### src/hw/rtl/pdh_pkg.sv
// Shared types and constants of the pair distance histogram unit.
package pdh_pkg;

   localparam int COORD_W   = 24;
   localparam int RADIUS_W  = 23;
   localparam int BUDGET_W  = 32;
   localparam int COUNT_W   = 32;
   localparam int BIN_IDX_W = 6;
   localparam int IGNORED_W = 11;
   localparam int STATUS_W  = 3;
   localparam int CSR_IDX_W = 2;
   localparam int CSR_DATA_W = 32;
   localparam int DIFF_W    = COORD_W + 1;
   localparam int SQ_OP_W   = 30;
   localparam int ACC_W     = 2 * SQ_OP_W + 2;
   localparam int D2_W      = 2 * DIFF_W + 2;
   localparam int MAXSQ_W   = 2 * RADIUS_W;

   localparam logic [RADIUS_W-1:0] MAX_RADIUS_RESET = 23'd2560;
   localparam logic [RADIUS_W-1:0] BIN_WIDTH_RESET  = 23'd256;
   localparam logic [BUDGET_W-1:0] PAIR_BUDGET_RESET = 32'd1048576;

   typedef enum logic {
      OP_LOAD    = 1'b0,
      OP_COMPUTE = 1'b1
   } pdh_opcode_type;

   typedef enum logic [CSR_IDX_W-1:0] {
      CSR_MAX_RADIUS     = 2'd0,
      CSR_BIN_WIDTH      = 2'd1,
      CSR_SAME_SELECTION = 2'd2,
      CSR_PAIR_BUDGET    = 2'd3
   } pdh_csr_type;

   typedef enum logic [STATUS_W-1:0] {
      ST_OK         = 3'd0,
      ST_BAD_CONFIG = 3'd1,
      ST_EMPTY      = 3'd2,
      ST_NO_PAIRS   = 3'd3,
      ST_BUDGET     = 3'd4
   } pdh_status_type;

   typedef struct packed {
      logic signed [COORD_W-1:0] z;
      logic signed [COORD_W-1:0] y;
      logic signed [COORD_W-1:0] x;
      logic                      second;
      logic                      first;
   } pdh_atom_type;

   typedef struct packed {
      logic en;
      logic add;
   } pdh_mac_cmd_type;

endpackage

### src/hw/rtl/pdh_mac.sv
// Shared squaring unit with a load or accumulate result register.
module pdh_mac (
   input  logic                                clock,
   input  pdh_pkg::pdh_mac_cmd_type            cmd,
   input  logic [pdh_pkg::SQ_OP_W-1:0]         operand,
   output logic [pdh_pkg::ACC_W-1:0]           acc
);
   import pdh_pkg::*;

   logic [2*SQ_OP_W-1:0] prod;
   logic [ACC_W-1:0]     acc_ff;
   logic [ACC_W-1:0]     acc_in;

   assign prod = operand * operand;

   always_comb begin
      acc_in = acc_ff;
      if (cmd.en) begin
         acc_in = cmd.add ? (acc_ff + ACC_W'(prod)) : ACC_W'(prod);
      end
   end

   always_ff @(posedge clock) begin
      acc_ff <= acc_in;
   end

   assign acc = acc_ff;

endmodule

### config.mk
export PLATFORM = sky130hd
export DESIGN_NAME = pdh_mac
export DESIGN_NICKNAME = d
export VERILOG_FILES = /design/src/hw/rtl/pdh_pkg.sv /design/src/hw/rtl/pdh_mac.sv
export SDC_FILE = /design/constraint.sdc
export NUM_CORES = 2
export LEC_CHECK = 0
export BUFFER_PORTS_ARGS = -buffer_cell sky130_fd_sc_hd__buf_2
export CAP_MARGIN = 25
export CORE_MARGIN = 10
export CORE_UTILIZATION = 60
export CTS_CLUSTER_SIZE = 8
export DETAILED_ROUTE_END_ITERATION = 7
export GPL_TIMING_DRIVEN = 0
export HOLD_SLACK_MARGIN = 0.05
export PLACE_DENSITY = 0.77
export SYNTH_ARGS = -nofsm -noshare
export SYNTH_HDL_FRONTEND = slang
export SYNTH_SLANG_ARGS = --single-unit
export TNS_END_PERCENT = 30
### constraint.sdc
create_clock -name clock -period 22.9 [get_ports clock]
set_input_delay 3.435 -clock clock [delete_from_list [all_inputs] [get_ports clock]]
set_output_delay 3.435 -clock clock [all_outputs]
set_load 0.05 [all_outputs]
After elaboration in Yosys (flattened, before gate mapping)

Index checks and enable logic that the tools add are counted.

Add/sub/neg operators: 1
Multiply operators: 1
Mux-type cells: 1

Operators with widths:

| operator         | count |
|---|---|
| $add A62 B60 Y62 | 1 |
| $mul A30 B30 Y60 | 1 |
| $mux W60         | 1 |

Register bits after elaboration: 62
Input bits: 33
Word-level logic and storage cells: 5

Depth between registers and ports, before layout

Depth after elaboration: 3
Depth in mapped cells: 44
Gate-level depth less buffers: 41

Worst setup path after synthesis

OpenSTA, ideal clock, no wires.

Kind: input-to-reg
Start: input operand[6] in the netlist's numbering
End: register acc_ff[59], in the netlist acc[59] (data pin)
Arrival: 12.401 ns
Slack: 10.240 ns
Cell stages on the path: 38
Path through: clkbuf_1 clkbuf_1 and2_1 fa_1 fa_1 inv_1 fa_1 fa_1 inv_1 fa_1 fa_1 fa_1 inv_1 fa_1 inv_1 ha_1 clkbuf_1 nand2_1 [... 2 more ...] a311o_1 and2_1 o221ai_1 nand3_1 and2_1 xnor2_1 ha_1 inv_1 o21bai_1 a21o_1 a211oi_1 o21ai_0 a31o_2 o21ai_0 a21oi_1 o211ai_2 mux2i_1 a211o_1

Longest elaborated chain between the ends: 3

RTL lines:

| element              | line          | source |
|---|---|---|
| from (decl)          | pdh_mac.sv:5  | `input logic [pdh_pkg::SQ_OP_W-1:0] operand,` |
| $mul A30 B30 Y60 (*) | pdh_mac.sv:14 | `assign prod = operand * operand;` |
| $add A62 B60 Y62     | pdh_mac.sv:19 | `acc_in = cmd.add ? (acc_ff + ACC_W'(prod)) : ACC_W'(prod);` |
| $mux W60 (*)         | pdh_mac.sv:19 |  |
| to (signal assigned) | pdh_mac.sv:24 | `acc_ff <= acc_in;` |
| to (decl)            | pdh_mac.sv:11 | `logic [ACC_W-1:0] acc_ff;` |

Every way passes the cells marked *; elsewhere a longest branch is shown, timed or not.
A chain may end at the register's enable or synchronous reset.

Worst setup path after layout

Start: input operand[22] in the netlist's numbering
End: register acc_ff[59], in the netlist acc[59] (data pin)

Same word-level chain as after synthesis.

==> flow_summary_export.csv <==
group,metric,value,unit
run,max_cap_violations,0,
logic_synthesis,yosys.area_share.xor_xnor,3.54,%
hold_path,hold_start,"acc[0]$_DFFE_PP_",
detailed_routing,wl_per_cell,21.3,um
status,status,"finished, final reports clean",
worst_setup_path,reg2reg_from,"acc[2]$_DFFE_PP_",
logic_synthesis,syn_inst,3463,
logic_synthesis,synth_ff_type,"edfxtp_1",
logic_synthesis,synth_top_cell_by_area,"fa_1",
logic_synthesis,synthesis.area,31700,sq um
worst_setup_path,crit_type,"input port to flop",
sta,skew,0.0101,ns
floorplanning,start_util,60.4,%
logic_synthesis,synth_top_area_share,43.9,%
logic_synthesis,yosys-top-cells-count,"inv_1, fa_1, ha_1",
sta,finalCritPeriodShare,66.6,%
worst_setup_path,crit_path_top_delay_cell,"clkbuf_1",
grt,grt_pass1_vias,25700,
floorplanning,core,52400,sq um
grt,grt_pass1_wl,144000,um
worst_setup_path,timing.rr.end,"acc[52]$_DFFE_PP_",
logic_synthesis,syn_area_per_cell,9.14,sq um
cts,cts-root-buf,"clkbuf_16",
detailed_routing,dr.pass1.iters,6,
grt,antenna_found_initial,4,
hold_path,hp-class,"flop to flop",
cts,clock_latency,0.34,ns
sta,fin_setup_tns,0,ns
worst_setup_path,startpoint_type,"input port",
cts,htreeDepth,3,
cts,postCtsSetupRepairBufs,0,
logic_synthesis,synthAdderAreaFrac,57.0,%
logic_synthesis,syn_nets,4521,
worst_setup_path,reg2reg_depth,12,
detailed_routing,drt-total-wl,90600,um
cts,cts_max_path_buffers,2,
cts,cts_hold_buf,0,
floorplanning,row_count,84,
placement,dp_hpwl,75800,um
sta,finalCriticalPeriod,15.25,ns
hold_path,hold_path_depth,3,
logic_synthesis,ys_types,69,
floorplanning,die-height,250,um
logic_synthesis,yosysSeqAreaShare,5.88,%
cts,cts_tree,"done",
sta,worstMarginPinSlew,1.16,ns
cts,post_cts_resized,0,
worst_setup_path,worst_ep_arrival_time,15.33,ns
worst_setup_path,r2r_slack,18.73,ns
detailed_routing,drc,0,
worst_setup_path,cpMostUsedCell,"fa_1",
grt,grt.total_usage,29.5,%
worst_setup_path,crit_path_max_fanout,10,
logic_synthesis,synth_seq_cells,62,
floorplanning,die_x,250,um
grt,grt_remaining_overflow,0,
logic_synthesis,yosys_warnings,0,
sta,drv_slew,0,
final_layout,drive_gt1_share,4.23,%
hold_path,worstHoldEndpoint,"acc[0]$_DFFE_PP_",
final_layout,area_delta_synth_final,5.10,%
sta,setup_viol,0,
logic_synthesis,synthSimpleGateAreaFrac,11.5,%
worst_setup_path,worst_ep_required_time,22.98,ns
logic_synthesis,muxShareOfSynthArea,1.26,%
logic_synthesis,yosys-top-cells-area,"fa_1, ha_1, inv_1",
cts,cts.sinks,62,
sta,max_freq,0.0656,GHz
final_layout,largest_reg_flops,62,
logic_synthesis,synth_top_family_by_area,"adder cells",
detailed_routing,detail-route-antenna-nets,0,
detailed_routing,drtIter0Drc,2172,
sta,slew_headroom,22.9,%
detailed_routing,num_vias,24400,
cts,cts_buffers,9,
logic_synthesis,yosysMostFrequentCell,"inv_1",
final_layout,fin_nets,4624,
sta,hold_viol,0,
worst_setup_path,endpoint_kind,"flop",
logic_synthesis,synth_edf_count,62,
cts,clk_pin_slew,0.05,ns
logic_synthesis,async_flop_share,0,%
floorplanning,dieArea,62400,sq um
worst_setup_path,cp_slowest_stage_delay,0.78,ns
sta,rsz0062_at_grt,"no",
grt,grt_max_degree,41,
placement,globalplace.congestion,1.01,
detailed_routing,vias_per_cell,5.73,
floorplanning,io_pins,95,
placement,numPortBuffers,91,
logic_synthesis,synth_compound_area_share,8.53,%
final_layout,fillers,4454,
[worst max-delay path by stage]
stage,from,endpoint,cells after the start
6_report,operand[22],acc[59]$_DFFE_PP_,40
5_1_grt,operand[22],acc[59]$_DFFE_PP_,40
4_1_cts,operand[22],acc[59]$_DFFE_PP_,40
3_5_place_dp,operand[7],acc[59]$_DFFE_PP_,40
3_3_place_gp,operand[7],acc[59]$_DFFE_PP_,40
2_1_floorplan,operand[6],acc[59]$_DFFE_PP_,38
[worst max-delay path, delay by kind of cell]
family,cells,cell delay (ns)
multiplexers,1,0.13
XOR/XNOR,1,0.31
adder cells (fa/ha/maj),10,4.73
AND/OR/NAND/NOR,7,1.23
AO/OA/AOI/OAI,11,2.82
buffers and inverters,10,2.64
[cell families after synthesis]
logic type                 count (synthesis)
buffers and inverters                   1041
and+or+nand+nor                          753
DFF                                       62
xor gates and xnor gates                 128
muxes                                     36
AOI/OAI and AO/OA                        418
adders and majority gates               1025
[metrics by stage]
| step | cells | worst slack, ns | area [sq um] | hold WS [ns] | utilization (%) |
|---|---|---|---|---|---|
| 5_1_grt | 4258 | 7.27 | 33300 | 0.760 | 63.4 |
| 3_3_place_gp | 4242 | 7.65 | 33000 | 0.668 | 62.9 |
| 6_report | 4260 | 7.65 | 33300 | 0.694 | 63.4 |
| 4_1_cts | 4257 | 7.92 | 33300 | 0.694 | 63.4 |
| 2_1_floorplan | 3463 | 10.24 | 31700 | 1.01 | - |
| 3_5_place_dp | 4243 | 7.66 | 33000 | 0.680 | 62.9 |
[cells in the final DEF (no fill, tap or decap), types with 17 or more instances in the layout]
master    Yosys  final
a21o_1       85     85
nor2_1      106    106
buf_2         1     92
xnor2_1      67     67
and2_1      181    181
inv_1       916    916
nand4_1      27     27
nand2b_1     17     17
mux2_2       31     31
xor2_1       61     61
nor2b_1      20     20
clkbuf_1    117    120
ha_1        330    330
edfxtp_1     62     62
nand2_1     313    313
nand3_1      33     33
o21ai_0      69     69
a21oi_1     131    131
a31oi_1      24     24
fa_1        695    695
[per-layer routing]
| metal | GRT usage [%] | vias up | share of wire, % |
|---|---|---|---|
| met1 | 37.5 | 12000 | 37 |
| met4 | 14.0 | 4 | 5.9 |
| met2 | 47.5 | 1323 | 47 |
| li1 | - | 10800 | - |
| met5 | 0 | - | 0.030 |
| met3 | 6.19 | 290 | 11 |
[final cells by class]
| cell class | count | area, sq um | area share (%) |
|---|---|---|---|
| plain buffers | 121 | 455 | 1.37 |
| flip-flops and latches | 62 | 1860 | 5.60 |
| diodes | 3 | 7.51 | 0.0226 |
| repair buffers | 92 | 475 | 1.43 |
| multi-input cells | 2360 | 25900 | 77.8 |
| clock buffers | 12 | 236 | 0.711 |
| well taps | 688 | 861 | 2.59 |
| inverters | 920 | 3450 | 10.4 |
| clock inverters | 2 | 35.0 | 0.105 |
Power is not shown: default switching activity piles up to over one toggle a cycle in this logic, so the estimate is an artifact.
