File: src/hw/rtl/pdh_ram.sv
// Generic single write port, single read port RAM with registered read data.
module pdh_ram #(
   parameter int WIDTH = 32,
   parameter int DEPTH = 64,
   localparam int AW = (DEPTH > 1) ? $clog2(DEPTH) : 1
) (
   input  logic             clock,
   input  logic             wr_en,
   input  logic [AW-1:0]    wr_addr,
   input  logic [WIDTH-1:0] wr_data,
   input  logic             rd_en,
   input  logic [AW-1:0]    rd_addr,
   output logic [WIDTH-1:0] rd_data
);

   logic [WIDTH-1:0] mem_ff [DEPTH];
   logic [WIDTH-1:0] rd_data_ff;

   always_ff @(posedge clock) begin
      if (wr_en) begin
         mem_ff[wr_addr] <= wr_data;
      end
      if (rd_en) begin
         rd_data_ff <= mem_ff[rd_addr];
      end
   end

   assign rd_data = rd_data_ff;

endmodule

File: config.mk
export PLATFORM = sky130hd
export DESIGN_NAME = pdh_ram
export DESIGN_NICKNAME = d
export VERILOG_FILES = /design/src/hw/rtl/pdh_ram.sv
export SDC_FILE = /design/constraint.sdc
export NUM_CORES = 2
export LEC_CHECK = 0
export BUFFER_PORTS_ARGS = -buffer_cell sky130_fd_sc_hd__buf_2
export CORE_ASPECT_RATIO = 1.2
export CORE_MARGIN = 2
export CORE_UTILIZATION = 35
export CTS_CLUSTER_SIZE = 12
export DETAILED_ROUTE_END_ITERATION = 10
export SYNTH_ARGS = -nofsm -noshare
export SYNTH_HDL_FRONTEND = slang
export SYNTH_SLANG_ARGS = --single-unit
File: constraint.sdc
create_clock -name clock -period 7.7 [get_ports clock]
set_clock_uncertainty 0.15 [all_clocks]
set_input_delay 1.54 -clock clock [delete_from_list [all_inputs] [get_ports clock]]
set_output_delay 1.54 -clock clock [all_outputs]
set_load 0.02 [all_outputs]
# ---- Yosys cells after proc, flatten, opt, wreduce, memory -nomap -nowiden
# Memories as Yosys holds them, arrays and structs flattened. A register that Yosys moved wholly into a read port is not among the register bits.
# Index checks and enable logic that the tools add are counted.
dict set report op_classes {
  mux 2
}
# cell n
set op_table {}
lappend op_table {{$mux 1} 2}
dict set report word_totals {
  ff_bits 0
  ram_bits 2048
  output_inout_bits 32
  elab_cells 3
  memories 1
}
# memory depth width read_ports rd_ports_with_merged_regs write_ports line_no
set memory_table {}
lappend memory_table {mem_ff 64 32 1 1 1 16} ;# logic [WIDTH-1:0] mem_ff [DEPTH];

# ---- Logic depth before layout (Yosys ltp)
dict set report depth {
  ltp_word 2
  depth_mapped 10
  mapped_depth_nobuf 5
}

# ---- Worst setup path before layout
# No wires, ideal clock.
dict set report synth_timing {
  kind {input to register}
  from {in wr_addr[3]}
  to {mem mem_ff[48][0], enable pin}
  setup_time_ps 461
  arrival_time_ps 4239
  required_time_ps 7089
  setup_slack_ps 2850
  stages 4
  path_buffers 1
  cell_sequence {clkbuf_1 > nor2b_1 > nand4b_1 > nor3_1}
}
# item line_no
set synth_lines {}
lappend synth_lines {{start, declared} 9} ;# input logic [AW-1:0] wr_addr,
lappend synth_lines {{end, declared} 16}
# No word-level cell before the write port.

==> impl_metrics.xml <==
<?xml version="1.0" encoding="UTF-8"?>
<metrics>
  <group name="worst_setup_path">
    <metric name="cp_max_fo" unit="">69</metric>
    <metric name="setup.worst_path.start_class" unit="">primary input</metric>
    <metric name="crit_end_element" unit="">register</metric>
    <metric name="timing.reg2reg.setup_slack" unit="ps">4730</metric>
    <metric name="reg2reg_depth" unit="">4</metric>
    <metric name="r2r_end" unit="">rd_data[12]</metric>
    <metric name="worst-setup-path-type" unit="">primary input to register</metric>
    <metric name="arrival" unit="ps">5290</metric>
    <metric name="cp_data_required_time" unit="ps">8070</metric>
    <metric name="worstReg2RegStart" unit="">mem_ff[47][12]</metric>
  </group>
  <group name="layout">
    <metric name="drive_gt1_frac" unit="">0.288</metric>
    <metric name="area_growth_syn_to_layout" unit="%">13.1</metric>
    <metric name="fill_cells" unit="">19400</metric>
    <metric name="post_route_standard_cell_area_excluding_fillers" unit="mm²">0.0892</metric>
    <metric name="layout_net_count" unit="">3600</metric>
  </group>
  <group name="sta">
    <metric name="report.final.hold_viol_count" unit="">0</metric>
    <metric name="fin_ws" unit="ps">2780</metric>
    <metric name="layout_worst_path_cycle_share" unit="">0.639</metric>
    <metric name="unrepaired_setup_endpoints_after_global_routing" unit="">false</metric>
    <metric name="timing_worst_slew_pin_value" unit="ps">1310</metric>
    <metric name="timing_max_transition_violations_final" unit="">0</metric>
    <metric name="finalSetupViolCount" unit="">0</metric>
    <metric name="slew-limit-headroom" unit="">0.128</metric>
    <metric name="maxClockFrequency" unit="MHz">203</metric>
    <metric name="period_needed" unit="ps">4920</metric>
    <metric name="fin_setup_tns" unit="ps">0</metric>
  </group>
  <group name="yosys">
    <metric name="synth.avg_cell_area" unit="µm²">23.7</metric>
    <metric name="postSynth.asyncResetShare" unit="">0</metric>
    <metric name="postSynth.topFlopCell" unit="">sky130_fd_sc_hd__edfxtp_1</metric>
    <metric name="yosys-top-cells-count" unit="">2,080 x sky130_fd_sc_hd__edfxtp_1, 544 x sky130_fd_sc_hd__mux4_2, 137 x sky130_fd_sc_hd__nor2_1</metric>
    <metric name="number_of_distinct_library_cell_variants_in_the_gate_level_netlist_after_synthesis" unit="">33</metric>
    <metric name="ys_seq_area_frac" unit="">0.792</metric>
    <metric name="synthMostInstantiatedCell" unit="">sky130_fd_sc_hd__edfxtp_1</metric>
    <metric name="synth-edff-count" unit="">2080</metric>
    <metric name="netlist_top_cells_area" unit="">sky130_fd_sc_hd__edfxtp_1 79%, sky130_fd_sc_hd__mux4_2 16%, sky130_fd_sc_hd__mux2i_1 1.2%</metric>
    <metric name="post_synthesis_register_bit_count" unit="">2080</metric>
    <metric name="synthDominantAreaCellType" unit="">sky130_fd_sc_hd__edfxtp_1</metric>
    <metric name="ys_warn_count" unit="">0</metric>
    <metric name="syn_nets" unit="">3371</metric>
    <metric name="post_synth_instance_area" unit="mm²">0.0788</metric>
    <metric name="synth_top_area_share" unit="">0.792</metric>
    <metric name="postSynthCellCount" unit="">3324</metric>
  </group>
  <group name="die">
    <metric name="core_area" unit="mm²">0.224</metric>
    <metric name="dieHeight" unit="µm">524</metric>
    <metric name="rows" unit="">190</metric>
    <metric name="start_util" unit="">0.352</metric>
    <metric name="die_width" unit="µm">437</metric>
    <metric name="die-area" unit="mm²">0.229</metric>
    <metric name="num_io_pins" unit="">79</metric>
  </group>
  <group name="placed_design">
    <metric name="pre_cts_ws" unit="ps">1790</metric>
    <metric name="finalWeightedCongestion" unit="">0.793</metric>
    <metric name="postPlaceCellArea" unit="mm²">0.0837</metric>
    <metric name="port_buffers" unit="">78</metric>
    <metric name="dpl.hpwl" unit="µm">110000</metric>
  </group>
  <group name="clocking">
    <metric name="worstSkewPairLatency" unit="ps">830</metric>
    <metric name="clk_pin_slew" unit="ps">60</metric>
    <metric name="h_tree_levels" unit="">4</metric>
    <metric name="root_buffer" unit="">sky130_fd_sc_hd__clkbuf_16</metric>
    <metric name="cts-buffers-inserted" unit="">196</metric>
    <metric name="holdBufCountCts" unit="">0</metric>
    <metric name="ctsResizeCount" unit="">0</metric>
    <metric name="cts.sinks" unit="">2080</metric>
    <metric name="cts_tree" unit="">done</metric>
    <metric name="cts_buffer_depth" unit="">3</metric>
    <metric name="cts.repair_timing.setup_buffer_count" unit="">0</metric>
  </group>
  <group name="min_path">
    <metric name="worst_hold_path_type" unit="">register to register</metric>
    <metric name="hold_path_depth" unit="">4</metric>
    <metric name="timing.hold.worst_endpoint" unit="">rd_data[20]</metric>
    <metric name="min-delay-start" unit="">mem_ff[13][20]</metric>
  </group>
  <group name="power_and_ir_drop">
    <metric name="power_frac_clock" unit="">0.385</metric>
    <metric name="power.ir.vdd_worst" unit="mV">0.164</metric>
    <metric name="power.density" unit="mW/mm²">252</metric>
    <metric name="sequentialPowerShare" unit="">0.562</metric>
    <metric name="totalPowerFinal" unit="mW">22.5</metric>
    <metric name="static-leakage-power" unit="nW">27.1</metric>
    <metric name="power.share.switching" unit="">0.211</metric>
    <metric name="power.net_switching" unit="mW">4.75</metric>
    <metric name="cell_internal_pwr" unit="mW">17.7</metric>
    <metric name="power_frac_comb" unit="">0.053</metric>
  </group>
  <group name="route">
    <metric name="detail_route.wirelength" unit="µm">205000</metric>
    <metric name="drt_iter0_drc" unit="">4180</metric>
    <metric name="drt.antenna.violating_nets" unit="">0</metric>
    <metric name="wire_per_inst" unit="µm">30.9</metric>
    <metric name="via_count" unit="">36500</metric>
    <metric name="detailedRoute.firstPassIterationCount" unit="">7</metric>
    <metric name="remaining_drc_errors" unit="">0</metric>
    <metric name="vias_per_cell" unit="">5.52</metric>
  </group>
  <group name="job">
    <metric name="maxCapViolCount" unit="">0</metric>
  </group>
  <group name="grt">
    <metric name="globalRouteTotalUtil" unit="">0.178</metric>
    <metric name="globalRouteOverflowTotal" unit="">0</metric>
    <metric name="number_of_antenna_violations_at_the_first_check_in_global_routing" unit="">12</metric>
    <metric name="grt_start_max_net_pins" unit="">100</metric>
    <metric name="grt_pass1_vias" unit="">37300</metric>
    <metric name="grt_first_pass_wirelength" unit="µm">288000</metric>
  </group>
  <group name="outcome">
    <metric name="status" unit="">finished, final reports clean</metric>
  </group>
</metrics>
worst max path at each step:
stage	from	end	slack (ps)	depth (start not counted)
global placement	rd_addr[0]	rd_data[31]	1730	7
global route	rd_addr[0]	rd_data[31]	2650	7
detailed placement	rd_addr[0]	rd_data[31]	1790	7
floorplan	wr_addr[3]	mem_ff[48][0]	2850	4
finish	rd_addr[0]	rd_data[31]	2780	7
CTS	rd_addr[0]	rd_data[31]	2700	7
power by group through the flow:
stage          logic [mW]  clock network [mW]  registers, mW
2_1_floorplan       0.610                   0           12.8
3_3_place_gp         1.19                   0           12.8
3_5_place_dp         1.20                   0           12.9
4_1_cts              1.20                8.80           12.6
5_1_grt              1.25                9.20           12.6
6_report             1.19                8.66           12.6
layer usage:
layer / wire length [µm] / up-vias / track usage
li1: - / 14700 / -
met1: 79100 / 20100 / 0.231
met2: 103000 / 1538 / 0.299
met3: 14200 / 278 / 0.0287
met4: 8180 / 0 / 0.0739
met5: 0 / - / 0
state kept, by name, indices dropped and copies added, names as in the netlist:
| signal | count |
|---|---|
| rd_data | 32 |
| mem_ff | 2048 |
cell type report:
type                       count  area, µm²  share of cell area
antenna                       28       70.1            0.000786
tap                         2976       3720              0.0418
multi-input combinational   1062      16000               0.179
clock inverter                26        206             0.00232
clock buffer                 230       5200              0.0583
sequential                  2080      62500               0.700
timing repair buffer         213       1540              0.0173
metrics by stage:
| stage | cells | hold WS (ps) | util |
|---|---|---|---|
| 6_report | 6615 | 716 | 0.399 |
| 3_3_place_gp | 6331 | 695 | 0.374 |
| 3_5_place_dp | 6331 | 699 | 0.374 |
| 2_1_floorplan | 3324 | 600 | - |
| 5_1_grt | 6611 | 769 | 0.399 |
| 4_1_cts | 6587 | 718 | 0.398 |
critical path, stage by stage:
cell	delay, ps
sky130_fd_sc_hd__buf_8	500
sky130_fd_sc_hd__buf_12	450
sky130_fd_sc_hd__buf_4	580
sky130_fd_sc_hd__mux4_2	590
sky130_fd_sc_hd__mux4_2	460
sky130_fd_sc_hd__o22ai_1	880
sky130_fd_sc_hd__nor2_1	160
placed cells by master, fill, tap and decap left out, types with 3 or more instances in the layout:
cell / Yosys / layout
sky130_fd_sc_hd__clkinv_1: 0 / 16
sky130_fd_sc_hd__nand2_1: 26 / 26
sky130_fd_sc_hd__a311oi_1: 8 / 8
sky130_fd_sc_hd__o221ai_1: 27 / 27
sky130_fd_sc_hd__a21oi_1: 62 / 62
sky130_fd_sc_hd__buf_8: 0 / 3
sky130_fd_sc_hd__clkbuf_16: 0 / 204
sky130_fd_sc_hd__mux2i_1: 93 / 93
sky130_fd_sc_hd__nand2b_1: 8 / 8
sky130_fd_sc_hd__o32ai_1: 4 / 4
sky130_fd_sc_hd__nand3_1: 5 / 5
sky130_fd_sc_hd__clkbuf_1: 74 / 26
sky130_fd_sc_hd__mux4_2: 544 / 544
sky130_fd_sc_hd__buf_12: 0 / 8
sky130_fd_sc_hd__nor2b_1: 15 / 15
sky130_fd_sc_hd__nand3b_1: 5 / 5
sky130_fd_sc_hd__or3_1: 3 / 3
sky130_fd_sc_hd__buf_4: 25 / 127
sky130_fd_sc_hd__buf_2: 57 / 74
sky130_fd_sc_hd__a22oi_1: 12 / 12
sky130_fd_sc_hd__nor2_1: 137 / 75
sky130_fd_sc_hd__clkinv_8: 0 / 3
sky130_fd_sc_hd__or3b_2: 3 / 3
sky130_fd_sc_hd__nor3_1: 7 / 5
sky130_fd_sc_hd__edfxtp_1: 2080 / 2080
sky130_fd_sc_hd__nor2_4: 0 / 62
sky130_fd_sc_hd__o22ai_1: 84 / 84
sky130_fd_sc_hd__diode_2: 0 / 28
sky130_fd_sc_hd__a41o_1: 4 / 4
sky130_fd_sc_hd__and3_1: 4 / 4
kinds of logic (layout without fill, tap and decap cells):
logic type	Yosys count	after routing	synth area share
other	0	28	0
multiplexers	637	637	0.167
AND/OR/NAND/NOR	223	223	0.0126
buffers and inverters	182	469	0.0112
flip-flops	2080	2080	0.792
AO/OA/AOI/OAI	202	202	0.0167
Note: power is estimated with default switching activity, not from simulation.
